--- src/sv/pmrs_pkg.sv ---
// Shared types and constants for the pointer motion rotate/scale unit.
// No dependencies; imported by every module of the block.
package pmrs_pkg;

  localparam int TYPE_W  = 16;
  localparam int CODE_W  = 16;
  localparam int VALUE_W = 32;
  localparam int FACT_W  = 16;
  localparam int DATA_W  = TYPE_W + CODE_W + VALUE_W;

  // serial multiplier: 32-bit signed multiplicand, 16-bit multiplier, one bit per cycle
  localparam int CAND_W  = 32;
  localparam int MPLR_W  = 16;
  localparam int HI_W    = CAND_W + 2;
  localparam int PROD_W  = 48;

  // remainder arithmetic, Q22
  localparam int FRAC_BITS = 22;
  localparam int REM_W     = FRAC_BITS + 1;
  localparam int IP_W      = PROD_W - FRAC_BITS;

  localparam logic [TYPE_W-1:0] EVT_REL = 16'd2;
  localparam logic [CODE_W-1:0] CODE_X  = 16'd0;
  localparam logic [CODE_W-1:0] CODE_Y  = 16'd1;

  localparam int CFG_IDX_W = 2;
  localparam logic [CFG_IDX_W-1:0] CFG_COS   = 2'd0;
  localparam logic [CFG_IDX_W-1:0] CFG_SIN   = 2'd1;
  localparam logic [CFG_IDX_W-1:0] CFG_SCALE = 2'd2;

  localparam logic [FACT_W-1:0] COS_RESET   = 16'd16384;
  localparam logic [FACT_W-1:0] SIN_RESET   = 16'd0;
  localparam logic [FACT_W-1:0] SCALE_RESET = 16'd256;

  typedef struct packed {
    logic start;
    logic sgn;    // multiplier is two's complement: last bit weighs negative
  } mul_ctrl_t;

endpackage

--- src/sv/pmrs_serial_mul.sv ---
// Bit-serial shift-and-add multiplier, one multiplier bit per cycle.
// Depends on pmrs_pkg.
module pmrs_serial_mul import pmrs_pkg::*; (
  input  logic                     clk,
  input  logic                     rst_n,
  input  mul_ctrl_t                ctrl,
  input  logic signed [CAND_W-1:0] cand,
  input  logic        [MPLR_W-1:0] mplr,
  output logic                     done,
  output logic signed [PROD_W-1:0] prod
);

  logic                       busy_r;
  logic                       done_r;
  logic [$clog2(MPLR_W)-1:0]  cnt_r;
  logic                       sgn_r;
  logic signed [CAND_W-1:0]   cand_r;
  logic signed [HI_W-1:0]     hi_r;
  logic        [MPLR_W-1:0]   lo_r;

  logic                       last;
  logic signed [HI_W-1:0]     cand_ext;
  logic signed [HI_W-1:0]     addend;
  logic signed [HI_W-1:0]     hi_sum;

  always_comb begin
    last     = (cnt_r == ($clog2(MPLR_W))'(MPLR_W - 1));
    cand_ext = {{(HI_W - CAND_W){cand_r[CAND_W-1]}}, cand_r};
    if (!lo_r[0]) begin
      addend = '0;
    end else if (sgn_r && last) begin
      addend = -cand_ext;
    end else begin
      addend = cand_ext;
    end
    hi_sum = hi_r + addend;
  end

  always_ff @(posedge clk) begin
    if (!rst_n) begin
      busy_r <= 1'b0;
      done_r <= 1'b0;
      cnt_r  <= '0;
    end else begin
      done_r <= 1'b0;
      if (ctrl.start) begin
        busy_r <= 1'b1;
        cnt_r  <= '0;
      end else if (busy_r) begin
        cnt_r <= cnt_r + 1'b1;
        if (last) begin
          busy_r <= 1'b0;
          done_r <= 1'b1;
        end
      end
    end
  end

  // partial product register shifts right as each multiplier bit retires
  always_ff @(posedge clk) begin
    if (ctrl.start) begin
      sgn_r  <= ctrl.sgn;
      cand_r <= cand;
      hi_r   <= '0;
      lo_r   <= mplr;
    end else if (busy_r) begin
      hi_r <= {hi_sum[HI_W-1], hi_sum[HI_W-1:1]};
      lo_r <= {hi_sum[0], lo_r[MPLR_W-1:1]};
    end
  end

  assign done = done_r;
  assign prod = {hi_r[PROD_W-MPLR_W-1:0], lo_r};

endmodule

--- src/sv/pmrs_remainder.sv ---
// Per-axis sub-pixel accumulator: adds the Q22 product to the stored
// remainder and splits the sum toward zero. Depends on pmrs_pkg.
module pmrs_remainder import pmrs_pkg::*; (
  input  logic                      clk,
  input  logic                      rst_n,
  input  logic                      start,
  input  logic signed [PROD_W-1:0]  prod,
  output logic                      done,
  output logic signed [VALUE_W-1:0] ival
);

  typedef enum logic [1:0] {
    R_IDLE,
    R_ABS,
    R_FIN
  } rstate_t;

  rstate_t                   state_r;
  logic                      done_r;
  logic signed [REM_W-1:0]   rem_r;
  logic signed [VALUE_W-1:0] ival_r;
  logic signed [PROD_W-1:0]  sum_r;
  logic                      neg_r;
  logic        [PROD_W-1:0]  mag_r;

  logic [IP_W-1:0]      ip;
  logic [FRAC_BITS-1:0] frac;

  assign ip   = mag_r[PROD_W-1:FRAC_BITS];
  assign frac = mag_r[FRAC_BITS-1:0];

  always_ff @(posedge clk) begin
    if (!rst_n) begin
      state_r <= R_IDLE;
      done_r  <= 1'b0;
      rem_r   <= '0;
    end else begin
      done_r <= 1'b0;
      case (state_r)
        R_IDLE: begin
          if (start) begin
            sum_r   <= prod + {{(PROD_W - REM_W){rem_r[REM_W-1]}}, rem_r};
            state_r <= R_ABS;
          end
        end
        R_ABS: begin
          neg_r   <= sum_r[PROD_W-1];
          mag_r   <= sum_r[PROD_W-1] ? PROD_W'(-sum_r) : PROD_W'(sum_r);
          state_r <= R_FIN;
        end
        R_FIN: begin
          // fraction keeps the sign of the sum
          rem_r   <= neg_r ? -$signed({1'b0, frac}) : $signed({1'b0, frac});
          ival_r  <= neg_r ? -$signed({{(VALUE_W - IP_W){1'b0}}, ip})
                           : $signed({{(VALUE_W - IP_W){1'b0}}, ip});
          done_r  <= 1'b1;
          state_r <= R_IDLE;
        end
        default: state_r <= R_IDLE;
      endcase
    end
  end

  assign done = done_r;
  assign ival = ival_r;

endmodule

--- src/sv/pointer_motion_rotate_scale_unit.sv ---
// Top level of the pointer motion rotate/scale unit.
// Depends on pmrs_pkg, pmrs_serial_mul and pmrs_remainder.

// One event at a time. A relative X or Y motion event passes from acceptance
// through the bit-serial rotation multiply, the load of the scale multiply,
// the bit-serial scale multiply (one multiplier bit per cycle in each), the
// remainder add and truncation, the pick of the results and the load of the
// output register; when both axes yield a result, the Y result follows the X
// result. A motion event that moves less than a pixel on both axes yields no
// result. Any other event passes through unchanged, held until the output
// register is free. A new event is accepted once the previous one has placed
// its last result into the output register, which may still be waiting on
// out_tready. Configuration writes are always taken.
module pointer_motion_rotate_scale_unit import pmrs_pkg::*; (
  input  logic                 clk,
  input  logic                 rst_n,
  input  logic                 in_tvalid,
  output logic                 in_tready,
  input  logic [DATA_W-1:0]    in_tdata,   // event_type, event_code, event_value
  output logic                 out_tvalid,
  input  logic                 out_tready,
  output logic [DATA_W-1:0]    out_tdata,  // out_type, out_code, out_value
  output logic                 out_tlast,  // is_last
  input  logic                 cfg_valid,
  output logic                 cfg_ready,
  input  logic [CFG_IDX_W-1:0] cfg_index,
  input  logic [FACT_W-1:0]    cfg_data
);

  typedef enum logic [2:0] {
    S_IDLE,
    S_PASS,
    S_MUL1,
    S_MUL2,
    S_ACC,
    S_EMIT_X,
    S_EMIT_Y
  } state_t;

  function automatic logic signed [FACT_W-1:0] sat16(input logic signed [VALUE_W-1:0] v);
    logic [VALUE_W-FACT_W:0] top;
    top = v[VALUE_W-1:FACT_W-1];
    if (!v[VALUE_W-1]) begin
      sat16 = (top == '0) ? v[FACT_W-1:0] : {1'b0, {(FACT_W - 1){1'b1}}};
    end else begin
      sat16 = (top == '1) ? v[FACT_W-1:0] : {1'b1, {(FACT_W - 1){1'b0}}};
    end
  endfunction

  // configuration
  logic [FACT_W-1:0] cos_r, sin_r, scale_r;

  assign cfg_ready = 1'b1;

  always_ff @(posedge clk) begin
    if (!rst_n) begin
      cos_r   <= COS_RESET;
      sin_r   <= SIN_RESET;
      scale_r <= SCALE_RESET;
    end else if (cfg_valid) begin
      case (cfg_index)
        CFG_COS:   cos_r   <= cfg_data;
        CFG_SIN:   sin_r   <= cfg_data;
        CFG_SCALE: scale_r <= cfg_data;
        default:   ;
      endcase
    end
  end

  // input fields
  logic [TYPE_W-1:0]         in_type;
  logic [CODE_W-1:0]         in_code;
  logic signed [VALUE_W-1:0] in_value;
  logic                      in_accept;
  logic                      in_motion;

  assign in_type   = in_tdata[TYPE_W-1:0];
  assign in_code   = in_tdata[TYPE_W+CODE_W-1:TYPE_W];
  assign in_value  = in_tdata[DATA_W-1:TYPE_W+CODE_W];
  assign in_accept = in_tvalid && in_tready;
  assign in_motion = (in_type == EVT_REL) && ((in_code == CODE_X) || (in_code == CODE_Y));

  // rotation operands; Y motion takes x' = (-delta) * sin, which needs 17 bits
  logic signed [FACT_W-1:0] delta;
  logic signed [FACT_W:0]   delta_ext;
  logic signed [FACT_W:0]   cand_x17;
  logic                     code_is_x;

  always_comb begin
    delta     = sat16(in_value);
    delta_ext = {delta[FACT_W-1], delta};
    code_is_x = (in_code == CODE_X);
    cand_x17  = code_is_x ? delta_ext : -delta_ext;
  end

  state_t state_r, state_nxt;

  mul_ctrl_t                 mul_ctrl;
  logic signed [CAND_W-1:0]  cand_x, cand_y;
  logic        [MPLR_W-1:0]  mplr_x, mplr_y;
  logic                      mul_done, mul_done_y;
  logic signed [PROD_W-1:0]  prod_x, prod_y;
  logic                      rem_start;
  logic                      rem_done, rem_done_y;
  logic signed [VALUE_W-1:0] ival_x, ival_y;

  always_comb begin
    mul_ctrl = '0;
    cand_x   = {{(CAND_W - FACT_W - 1){cand_x17[FACT_W]}}, cand_x17};
    cand_y   = {{(CAND_W - FACT_W - 1){delta_ext[FACT_W]}}, delta_ext};
    mplr_x   = code_is_x ? cos_r : sin_r;
    mplr_y   = code_is_x ? sin_r : cos_r;
    if (state_r == S_IDLE) begin
      mul_ctrl.start = in_accept && in_motion;
      mul_ctrl.sgn   = 1'b1;
    end else begin
      // scale pass: rotated Q14 product times unsigned Q8.8 scale
      mul_ctrl.start = (state_r == S_MUL1) && mul_done;
      mul_ctrl.sgn   = 1'b0;
      cand_x         = prod_x[CAND_W-1:0];
      cand_y         = prod_y[CAND_W-1:0];
      mplr_x         = scale_r;
      mplr_y         = scale_r;
    end
  end

  assign rem_start = (state_r == S_MUL2) && mul_done && mul_done_y;

  pmrs_serial_mul u_mul_x (
    .clk   (clk),
    .rst_n (rst_n),
    .ctrl  (mul_ctrl),
    .cand  (cand_x),
    .mplr  (mplr_x),
    .done  (mul_done),
    .prod  (prod_x)
  );

  pmrs_serial_mul u_mul_y (
    .clk   (clk),
    .rst_n (rst_n),
    .ctrl  (mul_ctrl),
    .cand  (cand_y),
    .mplr  (mplr_y),
    .done  (mul_done_y),
    .prod  (prod_y)
  );

  pmrs_remainder u_rem_x (
    .clk   (clk),
    .rst_n (rst_n),
    .start (rem_start),
    .prod  (prod_x),
    .done  (rem_done),
    .ival  (ival_x)
  );

  pmrs_remainder u_rem_y (
    .clk   (clk),
    .rst_n (rst_n),
    .start (rem_start),
    .prod  (prod_y),
    .done  (rem_done_y),
    .ival  (ival_y)
  );

  // pass-through event held until the output register is free
  logic [DATA_W-1:0] pass_r, pass_nxt;

  logic              out_valid_r, out_valid_nxt;
  logic [DATA_W-1:0] out_data_r, out_data_nxt;
  logic              out_last_r, out_last_nxt;
  logic              out_free;
  logic              nz_x, nz_y;

  assign out_free = !out_valid_r || out_tready;
  assign nz_x     = (ival_x != '0);
  assign nz_y     = (ival_y != '0);

  always_comb begin
    state_nxt     = state_r;
    pass_nxt      = pass_r;
    out_valid_nxt = out_valid_r && !out_tready;
    out_data_nxt  = out_data_r;
    out_last_nxt  = out_last_r;
    case (state_r)
      S_IDLE: begin
        if (in_accept) begin
          pass_nxt  = in_tdata;
          state_nxt = in_motion ? S_MUL1 : S_PASS;
        end
      end
      S_PASS: begin
        if (out_free) begin
          out_valid_nxt = 1'b1;
          out_data_nxt  = pass_r;
          out_last_nxt  = 1'b1;
          state_nxt     = S_IDLE;
        end
      end
      S_MUL1: begin
        if (mul_done) begin
          state_nxt = S_MUL2;
        end
      end
      S_MUL2: begin
        if (mul_done) begin
          state_nxt = S_ACC;
        end
      end
      S_ACC: begin
        if (rem_done && rem_done_y) begin
          if (nz_x) begin
            state_nxt = S_EMIT_X;
          end else if (nz_y) begin
            state_nxt = S_EMIT_Y;
          end else begin
            state_nxt = S_IDLE;
          end
        end
      end
      S_EMIT_X: begin
        if (out_free) begin
          out_valid_nxt = 1'b1;
          out_data_nxt  = {ival_x, CODE_X, EVT_REL};
          out_last_nxt  = !nz_y;
          state_nxt     = nz_y ? S_EMIT_Y : S_IDLE;
        end
      end
      S_EMIT_Y: begin
        if (out_free) begin
          out_valid_nxt = 1'b1;
          out_data_nxt  = {ival_y, CODE_Y, EVT_REL};
          out_last_nxt  = 1'b1;
          state_nxt     = S_IDLE;
        end
      end
      default: state_nxt = S_IDLE;
    endcase
  end

  always_ff @(posedge clk) begin
    if (!rst_n) begin
      state_r     <= S_IDLE;
      out_valid_r <= 1'b0;
    end else begin
      state_r     <= state_nxt;
      out_valid_r <= out_valid_nxt;
    end
    pass_r     <= pass_nxt;
    out_data_r <= out_data_nxt;
    out_last_r <= out_last_nxt;
  end

  assign in_tready  = (state_r == S_IDLE);
  assign out_tvalid = out_valid_r;
  assign out_tdata  = out_data_r;
  assign out_tlast  = out_last_r;

endmodule
--- config.mk ---
export PLATFORM = sky130hd
export DESIGN_NAME = pointer_motion_rotate_scale_unit
export DESIGN_NICKNAME = d
export VERILOG_FILES = /design/src/sv/pmrs_pkg.sv /design/src/sv/pmrs_serial_mul.sv /design/src/sv/pmrs_remainder.sv /design/src/sv/pointer_motion_rotate_scale_unit.sv
export SDC_FILE = /design/constraint.sdc
export NUM_CORES = 2
export LEC_CHECK = 0
export BUFFER_PORTS_ARGS = -buffer_cell sky130_fd_sc_hd__buf_2
export CAP_MARGIN = 10
export CORE_ASPECT_RATIO = 1.5
export CORE_UTILIZATION = 48
export CTS_CLUSTER_SIZE = 25
export DETAILED_ROUTE_END_ITERATION = 8
export PLACE_DENSITY = 0.65
export SYNTH_ARGS = -nofsm -noshare
export SYNTH_HDL_FRONTEND = slang
export SYNTH_SLANG_ARGS = --single-unit
--- constraint.sdc ---
create_clock -name clk -period 6.7 [get_ports clk]
set_input_delay 0.335 -clock clk [delete_from_list [all_inputs] [get_ports clk]]
set_output_delay 0.335 -clock clk [all_outputs]
set_load 0.02 [all_outputs]
# Word level (Yosys, flattened, before mapping)
# Index checks and enable logic that the tools add are counted.
classes:
  n_reduce_logical: 45
  n_mux: 57
  eq_ne: 27
  n_bitwise: 3
  n_addsub: 15
ops:
  columns: ["op", "count"]
  rows:
  - ["two-way mux 64 bit", 3]
  - ["one-hot mux 64 bit (3 select lines)", 1]
  - ["two-way mux 16 bit", 11]
  - ["two-way mux 34 bit", 4]
  - ["adder 48 bit", 2]
  - ["negator 48 bit", 2]
  - ["two-way mux 47 bit", 2]
  - ["adder 33 x 34 -> 34 bit", 2]
  - ["negator 32 -> 34 bit", 2]
  - ["two-way mux 32 bit", 2]
  - ["negator 26 -> 32 bit", 2]
  - ["nonzero test 32 bit", 2]
  - ["two-way mux 26 bit", 2]
  - ["two-way mux 23 bit", 2]
  - ["negator 22 -> 23 bit", 2]
  - ["two-way mux 3 bit", 8]
  - ["one-hot mux 3 bit (6 select lines)", 1]
  - ["equality test 17 bit, second input constant", 1]
  - ["zero test 17 bit", 1]
  - ["two-way mux 17 bit", 1]
  - ["negator 16 -> 17 bit", 1]
  - ["equality test 16 x 1 -> 1 bit, second input constant", 1]
  - ["equality test 16 x 2 -> 1 bit, second input constant", 1]
  - ["zero test 16 bit", 1]
  - ["27 further kinds", 90]
word_totals:
  reg_bits: 666
  output_inout_bits: 68
  elab_cells: 186
  input_bits: 87

# Depth between registers and ports, before layout
depth:
  ltp_word: 7
  ltp_mapped: 22
  depth_no_buf: 22

# By module
# Synthesis repeated with hierarchy kept, for this count alone.
hier_totals:
  cells_unflattened: 3955
  hier_area_um2: 39489.1
by_module_without_submodules:
  columns: ["module", "n_inst", "seq_area_each_um2", "area_per_inst_um2", "cells_per_inst"]
  rows:
  - ["pmrs_remainder at u_rem_x", 1, 4394.2, 9524.1, 908]
  - ["pmrs_remainder at u_rem_y", 1, 4394.2, 9316.4, 892]
  - ["pointer_motion_rotate_scale_unit", 1, 4914.7, 8892.3, 914]
  - ["pmrs_serial_mul at u_mul_y", 1, 2252.2, 5880.6, 618]
  - ["pmrs_serial_mul at u_mul_x", 1, 2252.2, 5875.6, 623]

# Worst setup path before layout
# OpenSTA, ideal clock, no wires.
synth_path:
  path_type: "reg-to-reg"
  startpoint: "register state_r[1]"
  endpoint: "register u_rem_x.sum_r[0], enable pin"
  setup_slack_ns: 1.746
  stages_incl_launch_ff: 5
  period_less_slack_ns: 4.954
  n_path_buf: 1
  required_time_ns: 6.187
  arrival_time_ns: 4.441
  setup_ns: 0.513
  cell_sequence: "dfxtp_1 clkbuf_1 nand3_1 or3_1 nor3_1"
synth_between:
  elab_chain_len: 4
synth_lines:
  columns: ["item", "line_no", "rtl"]
  rows:
  - ["start, declared", "pointer_motion_rotate_scale_unit.sv:96", "state_t state_r, state_nxt;"]
  - ["start signal, assigned", "pointer_motion_rotate_scale_unit.sv:247", "state_r <= state_nxt;"]
  - ["equality test 3 x 2 -> 1 bit", "pointer_motion_rotate_scale_unit.sv:127", "assign rem_start = (state_r == S_MUL2) && mul_done && mul_done_y;"]
  - ["logical AND 1 bit (2 in series)", "pointer_motion_rotate_scale_unit.sv:127", null]
  - ["AND reduction 3 bit (no line)", null, null]
  - ["end signal, assigned", "pmrs_remainder.sv:42", "sum_r <= prod + {{(PROD_W - REM_W){rem_r[REM_W-1]}}, rem_r};"]
  - ["end, declared", "pmrs_remainder.sv:22", "logic signed [PROD_W-1:0] sum_r;"]
# Every way passes these cells.
# A chain may end at the register's enable or synchronous reset.

# Final worst setup path
layout_path:
  startpoint: "register u_mul_x.cand_r[3]"
  endpoint: "register u_mul_x.hi_r[32] (netlist name)"
layout_between:
  elab_chain_len: 4
layout_lines:
  columns: ["item", "line_no", "rtl"]
  rows:
  - ["start, declared", "pmrs_serial_mul.sv:17", "logic signed [CAND_W-1:0] cand_r;"]
  - ["start signal, assigned", "pmrs_serial_mul.sv:63", "cand_r <= cand;"]
  - ["negator 32 -> 34 bit", "pmrs_serial_mul.sv:32", "addend = -cand_ext;"]
  - ["two-way mux 34 bit (*)", "pmrs_serial_mul.sv:31", "end else if (sgn_r && last) begin"]
  - ["two-way mux 34 bit (*)", "pmrs_serial_mul.sv:29", "if (!lo_r[0]) begin"]
  - ["adder 33 x 34 -> 34 bit (*)", "pmrs_serial_mul.sv:36", "hi_sum = hi_r + addend;"]
# Every way passes the cells marked *; elsewhere a longest branch is shown, timed or not.

==> run metrics <==
status complete, no violations; Cell Area, Synth 37900 um^2; starting density of the core 48.7%; Final Setup Violations 0; Ports 155; CP max stage delay 0.94 ns; clock skew 0.0223 ns; FILL cells ~6800; Multi-input gate area 18900 um^2; clk root buf clkbuf_16; port bufs 153; post-synthesis sequential area ratio between 40% and 50%; # Post-CTS Setup Buffers 0; Seq cells post-synth between 600 and 700; final core utilization 54.9%; Pwr Density ~270 nW/um^2; area delta synth->final 12.7%; synthesized net count 4001; max_cap viols 0; TritonCTS Buffers 67; share of layout cells above drive strength 1 8.73%; Mean Syn Cell Area 10.1 um^2; HP Class primary input to flop; hold depth 1; synth warn 0; Crit. End Element flop; Top delay family on crit path compound AO/OA/AOI/OAI gates; total wire length 98.4 mm; ys async rst share 0%; number of synthesized flops with an enable pin slightly below 500; Critical R2R Launch u_mul_x.cand_r[3]; row count 125; Worst-Margin Slew 1.05 ns; Pre-antenna DRT Iters 6; H-tree lvl count 3; die height 346 um; cells along the critical path or3_1 -> or4_1 -> nor3b_1 -> o21ai_0 -> a21boi_0 -> ha_1 -> o21a_1 -> o21ai_0 -> o2bb2ai_1 -> a31oi_1 -> a2111oi_0 -> nor3_1 -> o41ai_1 -> nand2b_1 -> xnor2_1 -> a21oi_1 -> a31o_2; number of antenna violations at the first check in global routing 11; Synth cell types just under 80; Crit Path Class flop to flop; core footprint 77700 um^2; Final Hold Violating Endpoints 0; GRT Residual Overflow 0; clock insertion delay at the later pin of the skew report 0.63 ns; DR iter-0 viols approximately 2000; reg-to-reg setup timing slack 1.13 ns; Clock transition at path regs about 0.07 ns; Post-DRT Antenna Nets 0; Max VDD drop between 0.2 and 0.25 mV; CTS tree built; fin cells between 4000 and 5000; fmax 180 MHz; CP required slightly above 7 ns; GP Congestion between 0.9 and 1; Die W 231 um; Slew HR 30.2%; Hold EP pass_r[40]; Routed WL per cell 19.7 um; DP HPWL 71.3 mm; Hold Buf Count CTS 75; most common cell after layout, fill and taps aside nand2_1; largest net degree at the start of global routing 91; placed insts 4781; Buf/Inv on CP 0; Post-CTS Resized 0; ys flop type edfxtp_1; r2r worst-path depth 17; reg2reg end u_mul_x.hi_r[32]; CP most frequent cell o21ai_0; Longest Clk Path Bufs 3; most frequent cells in the layout 485 x nand2_1, 484 x edfxtp_1, 289 x xnor2_1; post-layout net count between 4000 and 5000; drt drc 0; die area 80100 um^2; final setup TNS 0 ns; WP data arrival 6.08 ns; number of global-route vias before repair 28200; leakage power total 16.3 nW; Slew Limit Fails 0; Via density 5.74; via count 28600; critical path's slowest cell a2111oi_0; Worst Path Max Fanout 6; first-pass GRT wire length 153 mm; RSZ-0062 raised after global routing no; min Tclk post-route 5.57 ns; clk sinks 666; post-route clock period utilization 83.1%; GRT Resource Usage Total 24.5%; crit path launch type flop; Reg area approximately 18000 um^2; hold path start in_tdata[40]; Post-Synthesis Cells about 3700
[state kept, by name (all words and copies together) (netlist names), 23 cells and up]
name	flops
out_tdata	64
pass_r	64
u_mul_x.cand_r	32
u_mul_x.hi_r	33
u_mul_y.cand_r	32
u_mul_y.hi_r	33
u_rem_x.ival	32
u_rem_x.mag_r	48
u_rem_x.rem_r	23
u_rem_x.sum_r	48
u_rem_y.ival	32
u_rem_y.mag_r	48
u_rem_y.rem_r	23
u_rem_y.sum_r	48
[worst max-delay path by stage]
stage / cells past startpoint / startpoint / end / slack [ns]
3_5_place_dp: 17 / u_mul_x.cand_r[3] / u_mul_x.hi_r[32] / 1.23
2_1_floorplan: 4 / state_r[1] / u_rem_x.sum_r[0] / 1.75
6_report: 17 / u_mul_x.cand_r[3] / u_mul_x.hi_r[32] / 1.13
3_3_place_gp: 17 / u_mul_x.cand_r[3] / u_mul_x.hi_r[32] / 1.21
4_1_cts: 17 / u_mul_x.cand_r[3] / u_mul_x.hi_r[32] / 1.19
5_1_grt: 17 / u_mul_x.cand_r[3] / u_mul_x.hi_r[32] / 0.74
[layer usage]
layer	track usage [%]	vias to the layer above	part of all wire [%]
li1	-	14100	-
met4	11.6	12	4.5
met5	0	-	0.070
met1	27.7	13600	39
met2	44.8	669	52
met3	3.59	220	4.6
[worst register-to-register path: cells and delay by family (launching register included)]
kind	cells	cell delay [ns]
compound gates	10	2.64
xor+xnor	1	0.19
fa+ha+maj	1	0.32
simple gates	5	1.90
flops	1	0.42
[per-stage QoR]
step / total power, W / cell area, um^2 / hold WS, ns / setup slack, ns
2_1_floorplan: 0.00687 / 37900 / 0.434 / 1.75
3_3_place_gp: 0.00759 / 39600 / 0.454 / 1.21
3_5_place_dp: 0.00760 / 39600 / 0.460 / 1.23
4_1_cts: 0.0115 / 42700 / 0.00779 / 1.19
5_1_grt: 0.0120 / 42700 / 0.0316 / 0.745
6_report: 0.0115 / 42700 / 0.0549 / 1.13
[power breakdown]
| group | internal [W] | total [W] | switching [W] |
|---|---|---|---|
| logic | 0.000854 | 0.00242 | 0.00157 |
| registers | 0.00494 | 0.00515 | 0.000215 |
| clock network | 0.00218 | 0.00389 | 0.00171 |
[layout make-up]
type                            instances  share of cell area (%)
Multi-Input combinational cell       2841                    44.3
Timing Repair Buffer                  262                    4.19
Inverter                               72                   0.639
Sequential cell                       666                    42.6
Antenna cell                            5                  0.0293
Tap cell                             1016                    2.98
Clock buffer                           81                    4.20
Clock inverter                         42                    1.11
[cell families after synthesis]
family	count (synthesis)	share of synthesized area [%]
and+or+nand+nor	1212	15.5
adders and majority gates	175	5.86
other	1	0.00990
DFF	666	48.0
AOI/OAI and AO/OA	1002	17.7
buffers and inverters	232	2.35
muxes	58	1.54
xor gates and xnor gates	393	9.09
[synth_stat cells, types with 33 or more instances]
library cell  number  area, um^2
o21ai_0          215        1080
nor4_1            42         263
nand2b_1          47         294
a21o_1           153        1150
nor2b_1           37         231
a311oi_1          34         298
xnor2_1          289        2530
nor3_1            49         245
xor2_1           104         911
and2_1           114         713
clkbuf_1         149         559
a21boi_0          68         510
dfxtp_1          182        3640
or3_1             52         325
edfxtp_1         484       14500
inv_1             72         270
o31ai_1           70         526
ha_1             171        2140
a21oi_1          200        1000
nand2_1          486        1820
mux2i_1           56         561
o41ai_1           33         289
nor2_1           218         818
Note: power is estimated with default switching activity, not from simulation.
